## config.mk

```make
export PLATFORM = sky130hd
export DESIGN_NAME = eatrm_cordic
export DESIGN_NICKNAME = d
export VERILOG_FILES = /design/src/eatrm_pkg.sv /design/src/eatrm_cordic.sv
export SDC_FILE = /design/constraint.sdc
export NUM_CORES = 2
export LEC_CHECK = 0
export BUFFER_PORTS_ARGS = -buffer_cell sky130_fd_sc_hd__buf_2
export CAP_MARGIN = 25
export CORE_AREA = 10 10 506 508
export CTS_CLUSTER_DIAMETER = 200
export CTS_CLUSTER_SIZE = 20
export DETAILED_ROUTE_END_ITERATION = 8
export DIE_AREA = 0 0 516 518
export HOLD_SLACK_MARGIN = 0.03
export PLACE_DENSITY_LB_ADDON = 0.05
export SLEW_MARGIN = 20
export SYNTH_ARGS = -nofsm -noshare
export SYNTH_HDL_FRONTEND = slang
export SYNTH_SLANG_ARGS = --single-unit
```

## constraint.sdc

```tcl
create_clock -name i_clk -period 6.2 [get_ports i_clk]
set_clock_uncertainty 0.05 [all_clocks]
set_input_delay 1.86 -clock i_clk [delete_from_list [all_inputs] [get_ports i_clk]]
set_output_delay 1.86 -clock i_clk [all_outputs]
set_load 0.01 [all_outputs]
```

## src/eatrm_pkg.sv

```systemverilog
// ============================================================================
// Euler angle to rotation matrix: shared types and constants
// Packed transfer types for the angle and matrix channels, the phase and
// sine/cosine types between the units, and the CORDIC arctangent table.
// ============================================================================
package eatrm_pkg;

    // Field widths fixed by the channel definitions.
    localparam int ANGLE_W = 16;
    localparam int ELEM_W  = 16;

    typedef struct packed {
        logic signed [ANGLE_W-1:0] yaw_angle;
        logic signed [ANGLE_W-1:0] pitch_angle;
        logic signed [ANGLE_W-1:0] roll_angle;
    } t_angles;

    typedef struct packed {
        logic signed [ELEM_W-1:0] r00;
        logic signed [ELEM_W-1:0] r01;
        logic signed [ELEM_W-1:0] r02;
        logic signed [ELEM_W-1:0] r10;
        logic signed [ELEM_W-1:0] r11;
        logic signed [ELEM_W-1:0] r12;
        logic signed [ELEM_W-1:0] r20;
        logic signed [ELEM_W-1:0] r21;
        logic signed [ELEM_W-1:0] r22;
    } t_matrix;

    // Binary angle of the residual: 2^30 is a quarter turn.
    localparam int Z_W    = 30;
    localparam int QUAD_W = 2;

    typedef struct packed {
        logic [QUAD_W-1:0] quad;
        logic [Z_W-1:0]    z;
    } t_phase;

    typedef struct packed {
        logic signed [ELEM_W-1:0] sin_v;
        logic signed [ELEM_W-1:0] cos_v;
    } t_sincos;

    localparam logic signed [ELEM_W-1:0] Q14_ONE = 16'sd16384;

    // CORDIC datapath: 2^30 is 1.0; the start value carries the gain.
    localparam int CORDIC_W    = 32;
    localparam int ATAN_DEPTH  = 24;
    localparam logic signed [CORDIC_W-1:0] CORDIC_X0 = 32'sd652032874;

    localparam logic signed [CORDIC_W-1:0] ATAN_TAB [ATAN_DEPTH] = '{
        32'sh20000000, 32'sh12E4051E, 32'sh09FB385B, 32'sh051111D4,
        32'sh028B0D43, 32'sh0145D7E1, 32'sh00A2F61E, 32'sh00517C55,
        32'sh0028BE53, 32'sh00145F2F, 32'sh000A2F98, 32'sh000517CC,
        32'sh00028BE6, 32'sh000145F3, 32'sh0000A2FA, 32'sh0000517D,
        32'sh000028BE, 32'sh0000145F, 32'sh00000A30, 32'sh00000518,
        32'sh0000028C, 32'sh00000146, 32'sh000000A3, 32'sh00000051
    };

endpackage

```

## src/eatrm_cordic.sv

```systemverilog
// ============================================================================
// Pipelined CORDIC rotator
// One register stage per iteration, then rounding to Q1.14 and the fold of
// sine and cosine back into the original quadrant.
// ============================================================================
module eatrm_cordic #(
    parameter int CORDIC_STAGES = 16
) (
    input  logic               i_clk,
    input  logic               i_rst_n,
    input  logic               i_valid,
    input  eatrm_pkg::t_phase  i_phase,
    output logic               o_valid,
    output eatrm_pkg::t_sincos o_sincos
);
    import eatrm_pkg::*;

    localparam int LAST = CORDIC_STAGES - 1;

    logic                       r_v [CORDIC_STAGES];
    logic signed [CORDIC_W-1:0] r_x [CORDIC_STAGES];
    logic signed [CORDIC_W-1:0] r_y [CORDIC_STAGES];
    logic signed [CORDIC_W-1:0] r_z [CORDIC_STAGES];
    logic [QUAD_W-1:0]          r_q [CORDIC_STAGES];

    for (genvar i = 0; i < CORDIC_STAGES; i++) begin : g_stage
        logic                       v_in;
        logic signed [CORDIC_W-1:0] x_in, y_in, z_in;
        logic [QUAD_W-1:0]          q_in;
        logic signed [CORDIC_W-1:0] n_x, n_y, n_z;

        if (i == 0) begin : g_first
            assign v_in = i_valid;
            assign x_in = CORDIC_X0;
            assign y_in = '0;
            assign z_in = CORDIC_W'(i_phase.z);
            assign q_in = i_phase.quad;
        end else begin : g_next
            assign v_in = r_v[i-1];
            assign x_in = r_x[i-1];
            assign y_in = r_y[i-1];
            assign z_in = r_z[i-1];
            assign q_in = r_q[i-1];
        end

        always_comb begin
            if (z_in >= 0) begin
                n_x = x_in - (y_in >>> i);
                n_y = y_in + (x_in >>> i);
                n_z = z_in - ATAN_TAB[i];
            end else begin
                n_x = x_in + (y_in >>> i);
                n_y = y_in - (x_in >>> i);
                n_z = z_in + ATAN_TAB[i];
            end
        end

        always_ff @(posedge i_clk) begin
            if (!i_rst_n) begin
                r_v[i] <= 1'b0;
            end else begin
                r_v[i] <= v_in;
            end
            r_x[i] <= n_x;
            r_y[i] <= n_y;
            r_z[i] <= n_z;
            r_q[i] <= q_in;
        end
    end

    function automatic logic signed [ELEM_W-1:0] round_q14(
        input logic signed [CORDIC_W-1:0] v
    );
        logic signed [CORDIC_W-1:0] t;
        logic signed [ELEM_W-1:0]   s;
        t = v + CORDIC_W'(32768);
        s = t[CORDIC_W-1 -: ELEM_W];
        if (s > Q14_ONE) begin
            return Q14_ONE;
        end else if (s < -Q14_ONE) begin
            return -Q14_ONE;
        end
        return s;
    endfunction

    logic signed [ELEM_W-1:0] n_c, n_s;
    t_sincos                  n_sincos;
    logic                     r_vo;
    t_sincos                  r_sincos;

    always_comb begin
        n_c = round_q14(r_x[LAST]);
        n_s = round_q14(r_y[LAST]);
        case (r_q[LAST])
            2'd0: begin
                n_sincos.cos_v = n_c;
                n_sincos.sin_v = n_s;
            end
            2'd1: begin
                n_sincos.cos_v = -n_s;
                n_sincos.sin_v = n_c;
            end
            2'd2: begin
                n_sincos.cos_v = -n_c;
                n_sincos.sin_v = -n_s;
            end
            default: begin
                n_sincos.cos_v = n_s;
                n_sincos.sin_v = -n_c;
            end
        endcase
    end

    always_ff @(posedge i_clk) begin
        if (!i_rst_n) begin
            r_vo <= 1'b0;
        end else begin
            r_vo <= r_v[LAST];
        end
        r_sincos <= n_sincos;
    end

    assign o_valid  = r_vo;
    assign o_sincos = r_sincos;

endmodule

```

* After elaboration in Yosys (flattened, before gate mapping)
Memory sizes are Yosys's and may differ from the RTL's. A register that Yosys moved wholly into a read port is not among the register bits. Index checks and enable logic that the tools add are counted.
Word-level totals: ROM bits 0, word-level logic and storage cells 219, memories 5, output and inout port bits 33, bits in writable memories 1584, register bits after elaboration 32, bits of input ports 35, bits in latches 0
Memories:
- r_x | depth 16, bits a word 32, rd ports 16, clocked after Yosys merged registers in 0, write ports 16, RTL line eatrm_cordic.sv:21 | logic signed [CORDIC_W-1:0] r_x [CORDIC_STAGES];
- r_y | depth 16, bits a word 32, rd ports 16, clocked after Yosys merged registers in 0, write ports 16, RTL line eatrm_cordic.sv:22 | logic signed [CORDIC_W-1:0] r_y [CORDIC_STAGES];
- r_z | depth 16, bits a word 32, rd ports 15, clocked after Yosys merged registers in 0, write ports 16, RTL line eatrm_cordic.sv:23 | logic signed [CORDIC_W-1:0] r_z [CORDIC_STAGES];
- r_q | depth 16, bits a word 2, rd ports 16, clocked after Yosys merged registers in 0, write ports 16, RTL line eatrm_cordic.sv:24 | logic [QUAD_W-1:0] r_q [CORDIC_STAGES];
- r_v | depth 16, bits a word 1, rd ports 16, clocked after Yosys merged registers in 1, write ports 16, RTL line eatrm_cordic.sv:20 | logic r_v [CORDIC_STAGES];
Cells by class: shift-type cells 0, divide/modulo/power cells 0, muxes and demuxes 76, bitwise operators 16, equal/unequal tests 2, multipliers 0, add/subtract/negate cells 96, magnitude comparators 20, reductions and logical operators 2
Operator list (count):
- two-way mux 32 bit | 47
- greater-or-equal comparator 32 x 1 -> 1 bit, second input constant | 15
- adder 32 x 17 -> 32 bit, second input constant | 3
- two-way mux 16 bit | 6
- one-hot mux 32 bit (3 select lines) | 1
- adder 32 x 17 -> 32 bit | 2
- adder 32 x 18 -> 32 bit | 2
- adder 32 x 19 -> 32 bit | 2
- adder 32 x 20 -> 32 bit | 2
- adder 32 x 21 -> 32 bit | 2
- adder 32 x 22 -> 32 bit | 2
- adder 32 x 23 -> 32 bit | 2
- adder 32 x 24 -> 32 bit | 2
- adder 32 x 25 -> 32 bit | 2
- adder 32 x 26 -> 32 bit | 2
- adder 32 x 27 -> 32 bit | 2
- adder 32 x 28 -> 32 bit | 2
- adder 32 x 29 -> 32 bit | 2
- adder 32 x 30 -> 32 bit | 2
- adder 32 x 31 -> 32 bit | 2
- subtractor 32 x 17 -> 32 bit | 2
- subtractor 32 x 18 -> 32 bit | 2
- subtractor 32 x 19 -> 32 bit | 2
- subtractor 32 x 20 -> 32 bit | 2
- 52 further kinds | 102

* Longest topological paths before layout
An unclocked memory read counts as a cell.
depth after elaboration 8, gate-level depth with buffers 23, gate-level depth less buffers 22

* Worst setup path before layout
OpenSTA, ideal clock, no wires.
path type register to register, start point memory r_z[0][31], end point memory r_z[1][29] (netlist: r_z[0][61]), cell stages (with the launch flop) 19, setup slack 948 ps, period minus slack after synthesis 5252 ps, buffers on the path 0, setup time 135 ps, arrival time 5067 ps, required time 6015 ps, path through dfxtp_1 -> inv_1 -> ha_1 -> nor4b_1 -> nand4_1 -> o21ai_0 -> inv_1 -> ha_1 -> nor2b_1 -> o31a_1 -> o31a_1 -> o2111ai_1 -> nand3_1 -> o31ai_1 -> o21ai_0 -> nor4_1 -> nor3_1 -> a311oi_1 -> xor2_1
RTL lines (RTL line):
- start: declaration | eatrm_cordic.sv:23

==> results.sh <==
export IMPL_crit_family="simple AND/OR/NAND/NOR gates"
export IMPL_start_util=0.399
export IMPL_grt_pass1_vias=76469
export IMPL_drive_gt1_frac=0.0332
export IMPL_period_minus_slack_ns=5.59
export IMPL_post_cts_setup_buffers=0
export IMPL_min_period_over_period=0.902
export IMPL_syn_area_per_cell_sq_um=8.68
export IMPL_finalMaxSlewViolations=0
export IMPL_rsz0062_at_grt="false"
export IMPL_slowest_delay_ns=0.53
export IMPL_stdcell_count=14557
export IMPL_reg2regPathDepth=20
export IMPL_drt_initial_drc_count=4662
export IMPL_core_area_sq_um=245000
export IMPL_antenna_found_initial=8
export IMPL_clk_pin_slew_worst_paths_ns=0.09
export IMPL_ios=68
export IMPL_cts_buffers=79
export IMPL_finalSetupViolCount=0
export IMPL_finalInstanceArea_sq_um=104000
export IMPL_critPathBufInv=0
export IMPL_yosysTopAreaCellShare=0.285
export IMPL_endpoint_kind="flip-flop"
export IMPL_dpl_cell_area_sq_um=102000
export IMPL_grt_remaining_overflow=0
export IMPL_cap_violations=0
export IMPL_fin_tns_setup_ns=0
export IMPL_dp_hpwl_um=221000
export IMPL_arrival_ns=6.18
export IMPL_worstSetupPathType="reg -> reg"
export IMPL_worstPathRequired_ns=6.79
export IMPL_fin_hold_ws_ns=0.274
export IMPL_cts_resized=0
export IMPL_cts_root_buf="clkbuf_16"
export IMPL_outcome="complete, no violations"
export IMPL_hold_class="reg -> reg"
export IMPL_fmax_ghz=0.179
export IMPL_synth_async_reset_ratio=0
export IMPL_grt_pass1_wl_um=425000
export IMPL_final_antenna_net_count=0
export IMPL_drc=0
export IMPL_wl_per_cell_um=18.4
export IMPL_die_area_sq_um=267000
export IMPL_timing_critical_path_cells="nor3_2 > nand2b_1 > or3_1 > or2_2 > nor2_1 > nand2_1 > or4_1 > or4_1 > o41ai_1 > xnor2_1 > ha_1 > a21oi_1 > a21boi_0 > a31oi_1 > o21a_1 > a41o_1 > o41ai_1 > o21ai_0 > a21oi_1 > xnor2_1"
export IMPL_yosysMostFrequentCell="dfxtp_1"
export IMPL_synth_seq_cells=1393
export IMPL_synth_distinct_cells=95
export IMPL_hold_depth=0
export IMPL_cp_start_kind="flip-flop"
export IMPL_std_cell_rows=182
export IMPL_vias=79125
export IMPL_syn_inst=11291
export IMPL_clock_path_buffers=3
export IMPL_cts_hold_buf=0
export IMPL_synth_common_cells="dfxtp_1 (1,393), ha_1 (1,271), xnor2_1 (1,103)"
export IMPL_dieHeight_um=518
export IMPL_tightest_slew_ns=1.25
export IMPL_cts_tree="yes"
export IMPL_drt_vias_per_instance=5.44
export IMPL_gp_congestion=0.881
export IMPL_final_hold_violation_count=0
export IMPL_synth_area_leaders="dfxtp_1 (28%), ha_1 (16%), xnor2_1 (9.9%), xor2_1 (5.1%), a21oi_1 (4.9%)"
export IMPL_numPortBuffers=67
export IMPL_synthFlopType="dfxtp_1"
export IMPL_synth_edf_count=0
export IMPL_cts_num_sinks=1393
export IMPL_nets=12667
export IMPL_cp_depth=20
export IMPL_ys_warn_count=0
export IMPL_grt_max_degree=65
export IMPL_wl_um=268000
export IMPL_slew_headroom=0.168
export IMPL_firstDrtPassIters=6
export IMPL_clock_latency_ns=0.76
export IMPL_syn_to_final_growth_pct=6.35
export IMPL_grtUsageTotal=0.193
export IMPL_path_max_fanout=5
export IMPL_place_inst=14462
export IMPL_htreeDepth=3
export IMPL_syn_area_sq_um=98000
export IMPL_die_x_um=516
export IMPL_synth_top_cell_by_area="dfxtp_1"
export IMPL_seq_area_frac_synth=0.285
export IMPL_crit_slowest_cell="or4_1"
[area by class of cell]
type	count	area [sq um]
Fill cell	24335	141000
Multi-Input combinational cell	9310	67900
Sequential cell	1393	27900
Tap cell	3220	4030
Clock buffer	81	2010
Inverter	421	1580
Timing Repair Buffer	119	723
Clock inverter	5	51.3
Antenna cell	8	20.0
[final timing paths]
path | slack (ns) | start | to
worst max register to register | 0.61 | r_x[0][137] | r_y[0][190]
worst max-delay path | 0.61 | r_x[0][137] | r_y[0][190]
worst min-delay path | 0.27 | r_q[1][9] | r_q[1][11]
worst min register to register | 0.27 | r_q[1][9] | r_q[1][11]
[metal layers]
metal,vias up,track usage,share of wire
met5,-,0,0
met4,0,0.0481,0.024
met3,260,0.0171,0.032
met2,1204,0.327,0.46
met1,36896,0.262,0.48
li1,40765,-,-
[stage by stage]
stage	utilization	worst slack, ns
2_1_floorplan	-	0.948
3_3_place_gp	0.416	0.702
3_5_place_dp	0.416	0.775
4_1_cts	0.424	0.655
5_1_grt	0.424	0.134
6_report	0.424	0.610
[cells in the final DEF (no fill, tap or decap), drive strengths merged, types with 23 or more instances in the layout]
cell type | netlist | routed
a21o | 491 | 491
a211o | 25 | 25
o21bai | 155 | 155
o31ai | 180 | 180
a2111oi | 23 | 23
or2 | 67 | 67
fa | 37 | 37
dfxtp | 1393 | 1393
ha | 1271 | 1271
buf | 19 | 118
o21a | 229 | 229
nand3 | 195 | 195
mux2i | 48 | 48
a31oi | 93 | 93
or3 | 140 | 140
o21ai | 690 | 690
nor4 | 56 | 56
nand4 | 80 | 80
o211ai | 45 | 45
a21boi | 43 | 43
nor3 | 207 | 207
a211oi | 91 | 91
clkbuf | 149 | 82
and4 | 24 | 24
and2 | 64 | 64
and3 | 84 | 84
a21oi | 953 | 953
nand2b | 188 | 188
or4 | 75 | 75
o31a | 31 | 31
xor2 | 567 | 567
o41ai | 103 | 103
nor2b | 141 | 141
nor2 | 829 | 829
xnor2 | 1104 | 1104
inv | 419 | 423
nand2 | 671 | 671
[state kept, by name (all words and copies together), names as in the netlist]
register / flops
r_y: 432
o_sincos: 32
r_v: 16
o_valid: 1
r_q: 32
r_z: 446
r_x: 434
[worst reg2reg max path: stages, from the launching register on]
cell and delay, ns:
dfxtp_1 0.36, nor3_2 0.22, nand2b_1 0.12, or3_1 0.36, or2_2 0.30, nor2_1 0.21, nand2_1 0.11, or4_1 0.53
or4_1 0.52, o41ai_1 0.34, xnor2_1 0.16, ha_1 0.30, a21oi_1 0.27, a21boi_0 0.27, a31oi_1 0.07, o21a_1 0.14
a41o_1 0.25, o41ai_1 0.42, o21ai_0 0.15, a21oi_1 0.20, xnor2_1 0.14
[cell families after synthesis]
group,after synthesis,share of synthesized area
muxes,63,0.00663
DFF,1393,0.285
other,1,0.0000383
adders and majority gates,1308,0.170
AOI/OAI and AO/OA,3382,0.223
and+or+nand+nor,2884,0.144
xor gates and xnor gates,1671,0.149
buffers and inverters,589,0.0226
Power is not shown: default switching activity piles up to over one toggle a cycle in this logic, so the estimate is an artifact.
