--- src/eatrm_pkg.sv ---
// ============================================================================
// Euler angle to rotation matrix: shared types and constants
// Packed transfer types for the angle and matrix channels, the phase and
// sine/cosine types between the units, and the CORDIC arctangent table.
// ============================================================================
package eatrm_pkg;

    // Field widths fixed by the channel definitions.
    localparam int ANGLE_W = 16;
    localparam int ELEM_W  = 16;

    typedef struct packed {
        logic signed [ANGLE_W-1:0] yaw_angle;
        logic signed [ANGLE_W-1:0] pitch_angle;
        logic signed [ANGLE_W-1:0] roll_angle;
    } t_angles;

    typedef struct packed {
        logic signed [ELEM_W-1:0] r00;
        logic signed [ELEM_W-1:0] r01;
        logic signed [ELEM_W-1:0] r02;
        logic signed [ELEM_W-1:0] r10;
        logic signed [ELEM_W-1:0] r11;
        logic signed [ELEM_W-1:0] r12;
        logic signed [ELEM_W-1:0] r20;
        logic signed [ELEM_W-1:0] r21;
        logic signed [ELEM_W-1:0] r22;
    } t_matrix;

    // Binary angle of the residual: 2^30 is a quarter turn.
    localparam int Z_W    = 30;
    localparam int QUAD_W = 2;

    typedef struct packed {
        logic [QUAD_W-1:0] quad;
        logic [Z_W-1:0]    z;
    } t_phase;

    typedef struct packed {
        logic signed [ELEM_W-1:0] sin_v;
        logic signed [ELEM_W-1:0] cos_v;
    } t_sincos;

    localparam logic signed [ELEM_W-1:0] Q14_ONE = 16'sd16384;

    // CORDIC datapath: 2^30 is 1.0; the start value carries the gain.
    localparam int CORDIC_W    = 32;
    localparam int ATAN_DEPTH  = 24;
    localparam logic signed [CORDIC_W-1:0] CORDIC_X0 = 32'sd652032874;

    localparam logic signed [CORDIC_W-1:0] ATAN_TAB [ATAN_DEPTH] = '{
        32'sh20000000, 32'sh12E4051E, 32'sh09FB385B, 32'sh051111D4,
        32'sh028B0D43, 32'sh0145D7E1, 32'sh00A2F61E, 32'sh00517C55,
        32'sh0028BE53, 32'sh00145F2F, 32'sh000A2F98, 32'sh000517CC,
        32'sh00028BE6, 32'sh000145F3, 32'sh0000A2FA, 32'sh0000517D,
        32'sh000028BE, 32'sh0000145F, 32'sh00000A30, 32'sh00000518,
        32'sh0000028C, 32'sh00000146, 32'sh000000A3, 32'sh00000051
    };

endpackage

--- src/eatrm_angle_reduce.sv ---
// ============================================================================
// Angle reduction
// Splits a signed angle into a quadrant and a binary residual angle in three
// register stages, dividing by ninety through a reciprocal multiply.
// ============================================================================
module eatrm_angle_reduce #(
    parameter int ANGLE_FRACTION_BITS = 6
) (
    input  logic                               i_clk,
    input  logic                               i_rst_n,
    input  logic                               i_valid,
    input  logic signed [eatrm_pkg::ANGLE_W-1:0] i_angle,
    output logic                               o_valid,
    output eatrm_pkg::t_phase                  o_phase
);
    import eatrm_pkg::*;

    // A whole turn in input units, and a multiple of it that lifts any
    // input to a non-negative value without changing it modulo a turn.
    localparam int FULL_TURN = 360 << ANGLE_FRACTION_BITS;
    localparam int OFFSET    = FULL_TURN * ((32768 + FULL_TURN - 1) / FULL_TURN);
    localparam int U_W       = 19;
    localparam int H_W       = 13;
    localparam int G_W       = 7;
    localparam int RECIP_SH  = 24;
    localparam int RECIP_W   = 18;
    localparam int PROD_W    = U_W + RECIP_W;
    localparam int ZSH       = Z_W - ANGLE_FRACTION_BITS;
    localparam int NINETY_I  = 90;
    localparam logic [RECIP_W-1:0] RECIP90 = RECIP_W'((1 << RECIP_SH) / NINETY_I);
    localparam logic [G_W-1:0]     NINETY  = G_W'(NINETY_I);

    // Binary angle of each residual below ninety input units.
    function automatic logic [NINETY_I-1:0][Z_W-1:0] build_ztab();
        logic [NINETY_I-1:0][Z_W-1:0] tab;
        logic [63:0]                  num;
        for (int g = 0; g < NINETY_I; g++) begin
            num    = 64'(g) << ZSH;
            tab[g] = Z_W'(num / 64'd90);
        end
        return tab;
    endfunction

    localparam logic [NINETY_I-1:0][Z_W-1:0] ZTAB = build_ztab();

    logic [U_W-1:0]    n_u;
    logic [PROD_W-1:0] n_prod;
    logic [U_W-1:0]    n_qm;
    logic [U_W-1:0]    n_g0;
    logic [H_W-1:0]    n_h;
    logic [G_W-1:0]    n_g;
    logic [Z_W+H_W-1:0] n_hs;
    logic [H_W-1:0]    n_hq;
    t_phase            n_phase;

    logic              r_va, r_vb, r_vc;
    logic [U_W-1:0]    r_u;
    logic [H_W-1:0]    r_q0;
    logic [H_W-1:0]    r_h;
    logic [G_W-1:0]    r_g;
    t_phase            r_phase;

    always_comb begin
        n_u    = U_W'(int'(i_angle) + OFFSET);
        n_prod = PROD_W'(n_u) * PROD_W'(RECIP90);
        n_qm   = U_W'(r_q0) * U_W'(NINETY);
        n_g0   = r_u - n_qm;
        if (n_g0 >= U_W'(NINETY)) begin
            n_h = r_q0 + H_W'(1);
            n_g = G_W'(n_g0 - U_W'(NINETY));
        end else begin
            n_h = r_q0;
            n_g = G_W'(n_g0);
        end
        n_hs          = (Z_W+H_W)'(r_h) << ZSH;
        n_hq          = r_h >> ANGLE_FRACTION_BITS;
        n_phase.quad  = n_hq[QUAD_W-1:0];
        n_phase.z     = n_hs[Z_W-1:0] | ZTAB[r_g];
    end

    always_ff @(posedge i_clk) begin
        if (!i_rst_n) begin
            r_va <= 1'b0;
            r_vb <= 1'b0;
            r_vc <= 1'b0;
        end else begin
            r_va <= i_valid;
            r_vb <= r_va;
            r_vc <= r_vb;
        end
        r_u     <= n_u;
        r_q0    <= n_prod[RECIP_SH +: H_W];
        r_h     <= n_h;
        r_g     <= n_g;
        r_phase <= n_phase;
    end

    assign o_valid = r_vc;
    assign o_phase = r_phase;

endmodule

--- config.mk ---
export PLATFORM = sky130hd
export DESIGN_NAME = eatrm_angle_reduce
export DESIGN_NICKNAME = d
export VERILOG_FILES = /design/src/eatrm_pkg.sv /design/src/eatrm_angle_reduce.sv
export SDC_FILE = /design/constraint.sdc
export NUM_CORES = 1
export LEC_CHECK = 0
export BUFFER_PORTS_ARGS = -buffer_cell sky130_fd_sc_hd__buf_2
export CELL_PAD_IN_SITES_DETAIL_PLACEMENT = 1
export CELL_PAD_IN_SITES_GLOBAL_PLACEMENT = 1
export CORE_AREA = 2 2 189 117
export DETAILED_ROUTE_END_ITERATION = 8
export DIE_AREA = 0 0 191 119
export PLACE_DENSITY = 0.95
export SLEW_MARGIN = 25
export SYNTH_ARGS = -nofsm -noshare
export SYNTH_HDL_FRONTEND = slang
export SYNTH_SLANG_ARGS = --single-unit
--- constraint.sdc ---
create_clock -name i_clk -period 14 [get_ports i_clk]
set_clock_uncertainty 0.05 [all_clocks]
set_input_delay 2.8 -clock i_clk [delete_from_list [all_inputs] [get_ports i_clk]]
set_output_delay 2.8 -clock i_clk [all_outputs]
set_load 0.01 [all_outputs]
# After elaboration in Yosys (flattened, before gate mapping)
# Memory sizes are Yosys's and may differ from the RTL's. A register that Yosys moved wholly into a read port is not among the register bits.
# Index checks and enable logic that the tools add are counted.
# Widths: inputs -> output; s select.
# totals
reg_bits	81
mem_bits_ro	3840
inputBits	19
output_inout_bits	33
wordCells	22
n_memories	1
# classes
add_sub_neg	4
multipliers	2
order_cmp	2
muxes	3
bitwise_logic	1
# mem_list
name	words	width	read_ports	rd_clocked_by_memory_dff	write_ports	line	source
(no name shown)	128	30	1	1	0	eatrm_angle_reduce.sv:78	n_phase.z = n_hs[Z_W-1:0] | ZTAB[r_g];
# op_table
cell	count
$mul 19x18->37 const B	1
$mux 30	1
$or 30x30->30	1
$ge 19x7->1 const B	1
$sub 19x19->19	1
$add 16x17->18 const B	1
$mul 13x6->18 const B	1
$add 8x1->8 const B	1
$lt 7x8->1 const B	1
$mux 8	1
$mux 7	1
$sub 7x7->7 const B	1

# Depth between registers and ports, before layout
# Gate-level depths: netlist of run 1.
# logic_depth
ltp_word	4
ltp_mapped	33
mapped_depth_nobuf	31

# Least setup slack after synthesis of run 1
# Ideal clock, no wire load.
# synth_timing
path_kind	input port to flip-flop
start	input i_angle[10] (netlist bit)
end	register r_q0[10]
setup_ns	0.134
arrival_ns	8.272
required_time_ns	13.816
slack_ns	5.543
path_stages	23
n_path_buf	0
cell_sequence	ha_1 -> nor3_1 -> nor3b_1 -> ha_1 -> inv_1 -> fa_1 -> fa_1 -> fa_1 -> inv_1 -> fa_1 -> ha_1 -> a21o_1 -> a21oi_1 -> nor2b_1 -> o21ai_0 -> nand2b_1 -> a21oi_1 -> o21ai_0 -> o31ai_1 -> a21oi_1 -> a31oi_1 -> mux2i_1 -> or4_1
# synth_between
elab_chain_len	2
# synth_rtl
item	line	source
start: declaration	eatrm_angle_reduce.sv:12	input logic signed [eatrm_pkg::ANGLE_W-1:0] i_angle,
$add 16x17->18	eatrm_angle_reduce.sv:64	n_u = U_W'(int'(i_angle) + OFFSET);
named net n_u[16]	eatrm_angle_reduce.sv:46	logic [U_W-1:0] n_u;
$mul 19x18->37	eatrm_angle_reduce.sv:65	n_prod = PROD_W'(n_u) * PROD_W'(RECIP90);
named net n_prod[34]	eatrm_angle_reduce.sv:47	logic [PROD_W-1:0] n_prod;
end signal: assignment	eatrm_angle_reduce.sv:92	r_q0 <= n_prod[RECIP_SH +: H_W];
end: declaration	eatrm_angle_reduce.sv:58	logic [H_W-1:0] r_q0;
# The timed path passes the listed nets, and every way through them passes these cells.
# A chain may end at the register's enable or synchronous reset.

==> metrics.txt, run 1 <==
status=finished, final reports clean; die area=22730 um2; routed wire length per instance=22.68 um; Initial Util=0.5220; die height=119 um; Worst Reg2Reg Path Length in Cells=27; Congestion Overflow GR=0; Antenna Cells=0; CTS buffer count=9; Mean Syn Cell Area=8.924 um2; CTS Root Cell=clkbuf_16; clk slew on worst S/H paths=60 ps; f_max=104.3 MHz; Hold Path Depth=0; count of final setup violators=0; # resized after CTS=0; CTS tree=yes; most frequent cells in the layout=221 x inv_1, 200 x ha_1, 106 x fa_1, 75 x dfxtp_1, 66 x a21oi_1; Cell Rows=42; setup repair bufs after CTS=0; #FFs+latches synth=75; Final TNS setup=0 ps; Ys Warns=0; crit-path max FO=19; commonest non-fill, non-tap cell in the layout=inv_1; Max transition margin=0.3437; dpl hpwl=29.37 mm; Clock Sink Count=75; largest net degree at the start of global routing=33; Tcrit/Tclk final=0.6851; area delta synth->final=6.858%; Post-Syn Instances=1245; Tot GR Track Use=0.3259; Synth Flop Type=dfxtp_1; non-filler cells, final=1563; FFs w/ async S/R, synth=0; vias in the first global route=10130; worst path required time=14220 ps; RSZ-0062 raised after global routing=no; antenna violations before repair=0; post-synthesis sequential area ratio=0.1351; layout cells sized above 1=0.08066; post-layout min period=9592 ps; Slew @ Worst Pin=977.4 ps; Hold Path Class=reg2reg; clock buffer depth=2; routed wire length=35.45 mm; MaxCap Viol Count=0; critical path data arrival time=9810 ps; Final Hold Fails=0; Mapped Area=11110 um2; Routed Antenna Nets=0; Die W=191 um; core area=21280 um2; Post-synth EDFFs=0; Final Max Tran Viols=0; CTS H-Tree Depth=3; Critical Path Start Type=flip-flop; Clk Latency, worst-skew pair=360 ps; First-pass DRT Iterations=5; CP Class=reg2reg; residual DRC count=0; Final nets=1597; # IOs=52; routability congestion estimate=0.9612; Post-CTS Hold Buffers=0; Via density=6.169; DRT iter0 DRCs=894; global-route wire length before repair=56.87 mm; Syn Nets=1570; CP endpoint kind=flip-flop; Cells after DPL=1546; IO Port Bufs=51; post-synth cell types=83; via count=9642
-- path summary, 6_finish.rpt --
check | from | to | slack (ps)
setup / recovery | r_q0[0]$_DFF_P_ | n_phase[17]$_DFF_P_ | 4410
hold / removal | n_phase[13]$_DFF_P_ | o_phase[13]$_DFF_P_ | 280
setup reg to reg | r_q0[0]$_DFF_P_ | n_phase[17]$_DFF_P_ | 4410
hold reg to reg | n_phase[13]$_DFF_P_ | o_phase[13]$_DFF_P_ | 280
-- critical path: stages (launching register included) --
cell and delay [ps]:
dfxtp_1 680, ha_1 470, xnor2_1 220, fa_1 580
inv_1 90, fa_1 510, a211o_1 330, a21oi_1 150
o21bai_1 100, xnor2_1 240, ha_1 370, a21oi_1 400
nor2b_1 200, a22oi_1 160, a31oi_1 320, or3b_1 400
a211oi_1 630, o211ai_1 240, xnor2_1 820, ha_1 720
nor3_1 200, a21boi_0 170, a221oi_1 240, nand3_1 290
a21oi_1 200, nor3_1 60, or4_1 530, o211ai_1 120
-- Yosys cell counts, drive strengths merged, types with 3 or more instances --
library cell	count	area share
a211o	10	0.0079
a311oi	3	0.0024
or3	6	0.0038
nand2b	10	0.0056
o21bai	6	0.0041
nor2	49	0.017
o311ai	5	0.0039
a21boi	4	0.0027
a211oi	15	0.011
o221ai	4	0.0037
xnor2	35	0.028
and2	17	0.0096
nor3b	7	0.0047
and3	8	0.0045
fa	106	0.19
or2	5	0.0028
mux2i	15	0.014
a21oi	67	0.031
ha	200	0.23
o22ai	5	0.0028
nand3	21	0.0095
a31oi	11	0.0062
o211ai	18	0.012
nor4	8	0.0051
nor2b	14	0.0079
o21ai	48	0.022
xor2	18	0.014
inv	221	0.075
o31ai	7	0.0047
a221o	4	0.0036
a31o	4	0.0032
o21a	12	0.0081
nor3	23	0.011
nand2	48	0.016
or4	3	0.0020
nand3b	5	0.0034
nand4	15	0.0084
buf	28	0.016
dfxtp	75	0.14
a311o	3	0.0027
a21o	18	0.012
o2111ai	3	0.0024
a2111oi	7	0.0096
clkbuf	18	0.0061
-- area by class of cell --
cell class                      instances  area [um2]
Clock inverter                          6       53.80
Tap cell                              286       357.8
Fill cell                            2529        9410
Sequential cell                        75        1501
Timing Repair Buffer                   62       337.8
Inverter                              222       838.3
Multi-Input combinational cell        902        8544
Clock buffer                           10       239.0
-- layer usage --
layer	global-route usage	up-vias	wire, um
met5	0	-	0
met4	0.07752	0	673
met3	0.08724	63	3427
met2	0.4948	458	15310
met1	0.4606	4772	16030
li1	-	4349	-
-- cells by family (layout without fill, tap and decap cells) --
logic type      after synthesis  in the layout  synth area share
fa+ha+maj                   306            306            0.4162
compound gates              281            281            0.1785
buf+inv                     268            300           0.09730
mux                          15             15           0.01351
xor+xnor                     53             53           0.04178
flops                        75             75            0.1351
simple gates                247            247            0.1176
-- registers in the layout, summed over array words and instances (netlist names) --
name,flops
o_phase,21
r_u,17
n_phase,13
r_q0,13
r_h,8
o_valid,1
r_va,1
r_vb,1
-- per-stage QoR --
stage / hold WS (ps) / util / worst slack (ps) / area [um2]
after detailed placement: 263.5 / 0.5437 / 4458 / 11570
final: 276.1 / 0.5578 / 4408 / 11870
after CTS: 279.2 / 0.5575 / 4665 / 11870
after global placement: 260.3 / 0.5437 / 4939 / 11570
after floorplan: 259.6 / - / 5543 / 11110
after global routing: 284.1 / 0.5578 / 4016 / 11870
Power of run 1 is left out: the tool's default activity adds up to more than one toggle a clock period on the data nets, which glitch-free logic cannot reach.
==> run 2, diff against run 1 <==
--- a/config.mk
+++ b/config.mk
@@ -8,10 +8,10 @@
 export BUFFER_PORTS_ARGS = -buffer_cell sky130_fd_sc_hd__buf_2
 export CELL_PAD_IN_SITES_DETAIL_PLACEMENT = 1
 export CELL_PAD_IN_SITES_GLOBAL_PLACEMENT = 1
-export CORE_AREA = 2 2 189 117
+export CORE_AREA = 2 2 206 127
 export DETAILED_ROUTE_END_ITERATION = 8
-export DIE_AREA = 0 0 191 119
-export PLACE_DENSITY = 0.95
+export DIE_AREA = 0 0 208 129
+export PLACE_DENSITY = 0.86
 export SLEW_MARGIN = 25
 export SYNTH_ARGS = -nofsm -noshare
 export SYNTH_HDL_FRONTEND = slang
==> constraint.sdc (replaced) <==
create_clock -name i_clk -period 7.94 [get_ports i_clk]
set_clock_uncertainty 0.05 [all_clocks]
set_input_delay 1.588 -clock i_clk [delete_from_list [all_inputs] [get_ports i_clk]]
set_output_delay 1.588 -clock i_clk [all_outputs]
set_load 0.01 [all_outputs]
==> run 2 against run 1 <==
Effect of this change:
- critical path depth down 2
- non-clock buffer count rose by 22
- routed wire length rose by 3.4%
- sequential share of layout area is 0.30 points lower
- die area grew 18%
- global-route usage decreased by 4.8 points
- critical endpoint is now r_q0[10]$_DFF_P_
==> metrics.txt, run 2 (same netlist as run 1, synthesis figures left out) <==
CTS buffer count=9; vias in the first global route=10290; antenna violations before repair=2; Clock Sink Count=75; core area=24890 um2; CTS tree=yes; most frequent cells in the layout=221 x inv_1, 195 x ha_1, 106 x fa_1, 71 x dfxtp_1, 66 x a21oi_1; Congestion Overflow GR=0; IO Port Bufs=51; Fillers=2951; DR WL met3=3.163 mm; worst path required time=8120 ps; Final nets=1619; post-route cell area=12210 um2; Cell Rows=45; Final Max Tran Viols=0; CP Class=in2reg; Slew @ Worst Pin=907.9 ps; First-pass DRT Iterations=7; Tot GR Track Use=0.2776; Hold Path Class=reg2reg; commonest non-fill, non-tap cell in the layout=inv_1; Antenna Cells=0; dpl hpwl=30.19 mm; WL met2=16.24 mm; area delta synth->final=9.854%; clock buffer depth=2; Cells after DPL=1609; residual DRC count=0; f_max=130.0 MHz; routed wire length=36.67 mm; MaxCap Viol Count=0; slowest stage delay, CP=540 ps; Worst path slowest cell=or4_1; crit path buf inv count=4; clk slew on worst S/H paths=70 ps; status=finished, final reports clean; register area=1506 um2; Top Family by Delay on Critical Path=adder cells; global-route wire length before repair=57.49 mm; CTS H-Tree Depth=3; Final Hold Fails=0; Tcrit/Tclk final=0.9686; DRT iter0 DRCs=779; Multi-input gate area=8642 um2; Via density=5.993; routed wire length per instance=22.52 um; # IOs=52; CP endpoint kind=flip-flop; metal1 wirelength=16.71 mm; WP depth=25; Clk Latency, worst-skew pair=370 ps; max reg flops=21; Critical Path Start Type=input port; Worst Reg2Reg Path Length in Cells=24; layout cells sized above 1=0.1132; critical path data arrival time=7870 ps; crit-path max FO=7; Max transition margin=0.3907; routability congestion estimate=0.9443; placed cell areas=11770 um2; Die W=208 um; post-layout min period=7690 ps; largest net degree at the start of global routing=30; count of final setup violators=0; Routed Antenna Nets=0; CTS Root Cell=clkbuf_16; die height=129 um; Highest Signal Layer=met5; via count=9756; Initial Util=0.4465; CP dominant cell by count=fa_1; non-filler cells, final=1628; die area=26830 um2; Hold Path Depth=0
## run 2: final cells by class
type                            instances  area share
Clock buffer                           10     0.01958
Clock inverter                          6    0.004305
Inverter                              222     0.06868
Multi-Input combinational cell        902      0.7080
Sequential cell                        75      0.1234
Tap cell                              329     0.03373
Timing Repair Buffer                   84     0.04223
## run 2: through the flow
stage / setup WS [ps] / setup TNS, ps / util / hold WS (ps)
CTS: 17.40 / 0 / 0.4857 / 278.2
finish: 249.6 / 0 / 0.4904 / 275.6
floorplan: 411.9 / 0 / - / 259.6
global route: -27.03 / -47.08 / 0.4904 / 281.2
detailed placement: -279.2 / -991.4 / 0.4730 / 263.5
global placement: -56.58 / -56.58 / 0.4730 / 262.2
## run 2: timing repair
item / CTS / global route
buffers inserted: 0 / 3
pin swaps: 1 / 6
cloned: 0 / 0
setup endpoints to repair: 3 / 16
resized for setup: 6 / 19
hold buffers: 0 / 0
## run 2: layer usage
layer / GRT usage / vias up
li1: - / 4399
met1: 0.3836 / 4895
met2: 0.4362 / 416
met3: 0.07225 / 44
met4: 0.06633 / 2
met5: 0 / -
## run 2: final timing paths
path	slack (ps)	from	endpoint
min reg2reg	280	n_phase[11]$_DFF_P_	o_phase[11]$_DFF_P_
max	250	i_angle[10]	r_q0[10]$_DFF_P_
max reg2reg	280	r_q0[2]$_DFF_P_	n_phase[16]$_DFF_P_
min	280	n_phase[11]$_DFF_P_	o_phase[11]$_DFF_P_
Power of run 2 is left out for the same reason.
==> run 3, diff against run 2 <==
--- a/config.mk
+++ b/config.mk
@@ -5,13 +5,13 @@
 export SDC_FILE = /design/constraint.sdc
 export NUM_CORES = 1
 export LEC_CHECK = 0
-export BUFFER_PORTS_ARGS = -buffer_cell sky130_fd_sc_hd__buf_2
 export CELL_PAD_IN_SITES_DETAIL_PLACEMENT = 1
 export CELL_PAD_IN_SITES_GLOBAL_PLACEMENT = 1
-export CORE_AREA = 2 2 206 127
+export CORE_AREA = 2 2 202 125
 export DETAILED_ROUTE_END_ITERATION = 8
-export DIE_AREA = 0 0 208 129
-export PLACE_DENSITY = 0.86
+export DIE_AREA = 0 0 204 127
+export DONT_BUFFER_PORTS = 1
+export PLACE_DENSITY = 0.85
 export SLEW_MARGIN = 25
 export SYNTH_ARGS = -nofsm -noshare
 export SYNTH_HDL_FRONTEND = slang
==> run 3 against run 2 <==
Effect of this change:
- flip-flop and latch count stayed put
- core utilization increased by 1.6 points
- setup slack worse by 62 ps
- register-to-register slack worse by 90 ps
- sequential share of layout area grew 0.25 points
- via count decreased by 2.5%
- die area fell by 3.4%
- first-iteration DRC count down 7.2%
==> metrics.txt, run 3 (same netlist as run 1, synthesis figures left out) <==
status=finished, final reports clean; Core Util, Final=0.5061; Worst path slowest cell=or4_1; layout cells sized above 1=0.09149; worst path required time=8080 ps; slowest stage delay, CP=690 ps; worst hold slack=270.4 ps; Hold Path Class=reg2reg; Final TNS setup=0 ps; critical path data arrival time=7890 ps; Tcrit/Tclk final=0.9763; Via density=6.024; Post-CTS Hold Buffers=0; critical path, cell by cell=ha_1 -> ha_1 -> inv_1 -> fa_1 -> inv_1 -> ha_1 -> fa_2 -> a211o_1 -> a211o_1 -> a31o_2 -> a21oi_1 -> xor2_1 -> ha_2 -> o21ai_0 -> a21oi_1 -> nand3_1 -> or4b_4 -> or4_1 -> a2111oi_2 -> a211o_1 -> nor3_2 -> a311o_1 -> o31ai_1 -> o2111ai_1; Critical Path Start Type=flip-flop; routed wire length=35.83 mm; core area=23890 um2; clk slew on worst S/H paths=70 ps; Final Max Tran Viols=0; Antenna Cells=0; Clock Sink Count=75; DRT iter0 DRCs=723; CP Class=reg2reg; Clk Latency, worst-skew pair=370 ps; Max transition margin=0.3980; IO Port Bufs=0; CTS Root Cell=clkbuf_16; Die W=204 um; largest net degree at the start of global routing=30; routability congestion estimate=0.9633; Tot GR Track Use=0.2808; # IOs=52; die height=127 um; via count=9512; die area=25910 um2; Initial Util=0.4650; commonest non-fill, non-tap cell in the layout=inv_1; Slew @ Worst Pin=897.0 ps; CTS tree=yes; Final Hold Fails=0; placed cell areas=11540 um2; max reg flops=21; dpl hpwl=29.51 mm; Cell Rows=44; global-route wire length before repair=55.65 mm; Congestion Overflow GR=0; residual DRC count=0; Routed Antenna Nets=0; antenna violations before repair=0; post-layout min period=7752 ps; count of final setup violators=0; routed wire length per instance=22.69 um; crit-path max FO=9; post-route cell area=12090 um2; CP endpoint kind=flip-flop; area delta synth->final=8.829%; f_max=129.0 MHz; CTS buffer count=9; MaxCap Viol Count=0; clock buffer depth=2; Fillers=2792; First-pass DRT Iterations=5; CTS H-Tree Depth=3; Final nets=1577; vias in the first global route=9950; most frequent cells in the layout=221 x inv_1, 188 x ha_1, 105 x fa_1, 68 x dfxtp_1, 64 x a21oi_1
[run 3: layout make-up]
type | count | area [um2] | share of cell area
multi-input combinational | 902 | 8705 | 0.7199
sequential | 75 | 1523 | 0.1259
inverter | 222 | 838.3 | 0.06933
tap | 322 | 402.9 | 0.03332
timing repair buffer | 42 | 315.3 | 0.02608
clock buffer | 9 | 225.2 | 0.01863
clock inverter | 7 | 82.58 | 0.006829
[run 3: final timing paths]
| kind | from | to | slack, ps | cells past startpoint |
|---|---|---|---|---|
| hold / removal | n_phase[10]$_DFF_P_ | o_phase[22]$_DFF_P_ | 270 | 0 |
| hold reg to reg | n_phase[10]$_DFF_P_ | o_phase[22]$_DFF_P_ | 270 | 0 |
| setup reg to reg | r_q0[2]$_DFF_P_ | n_phase[16]$_DFF_P_ | 190 | 24 |
| setup / recovery | r_q0[2]$_DFF_P_ | n_phase[16]$_DFF_P_ | 190 | 24 |
[run 3: metrics by stage]
step | std cells | setup WS (ps)
floorplan | 1245 | 411.9
global placement | 1555 | -72.04
detailed placement | 1555 | -243.3
CTS | 1574 | 4.505
global route | 1579 | -60.10
finish | 1579 | 187.8
[run 3: critical path: cells and delay by family, from the launching register on]
kind	cells	cell delay, ps
buffers and inverters	2	110
AND/OR/NAND/NOR	4	1580
adder cells (fa/ha/maj)	6	2130
flip-flops	1	380
AO/OA/AOI/OAI	11	3040
XOR/XNOR	1	280
[run 3: metal layers]
layer / wire length, um / GRT usage
met1: 16530 / 0.3895
met5: 0 / 0
met3: 3517 / 0.1028
met2: 14950 / 0.4078
met4: 831 / 0.08269
[run 3: repair_timing]
action / CTS / global route
setup buffers: 3 / 5
setup endpoints to repair: 3 / 12
resized for setup: 6 / 41
pin swaps: 2 / 17
Power of run 3 is left out for the same reason.
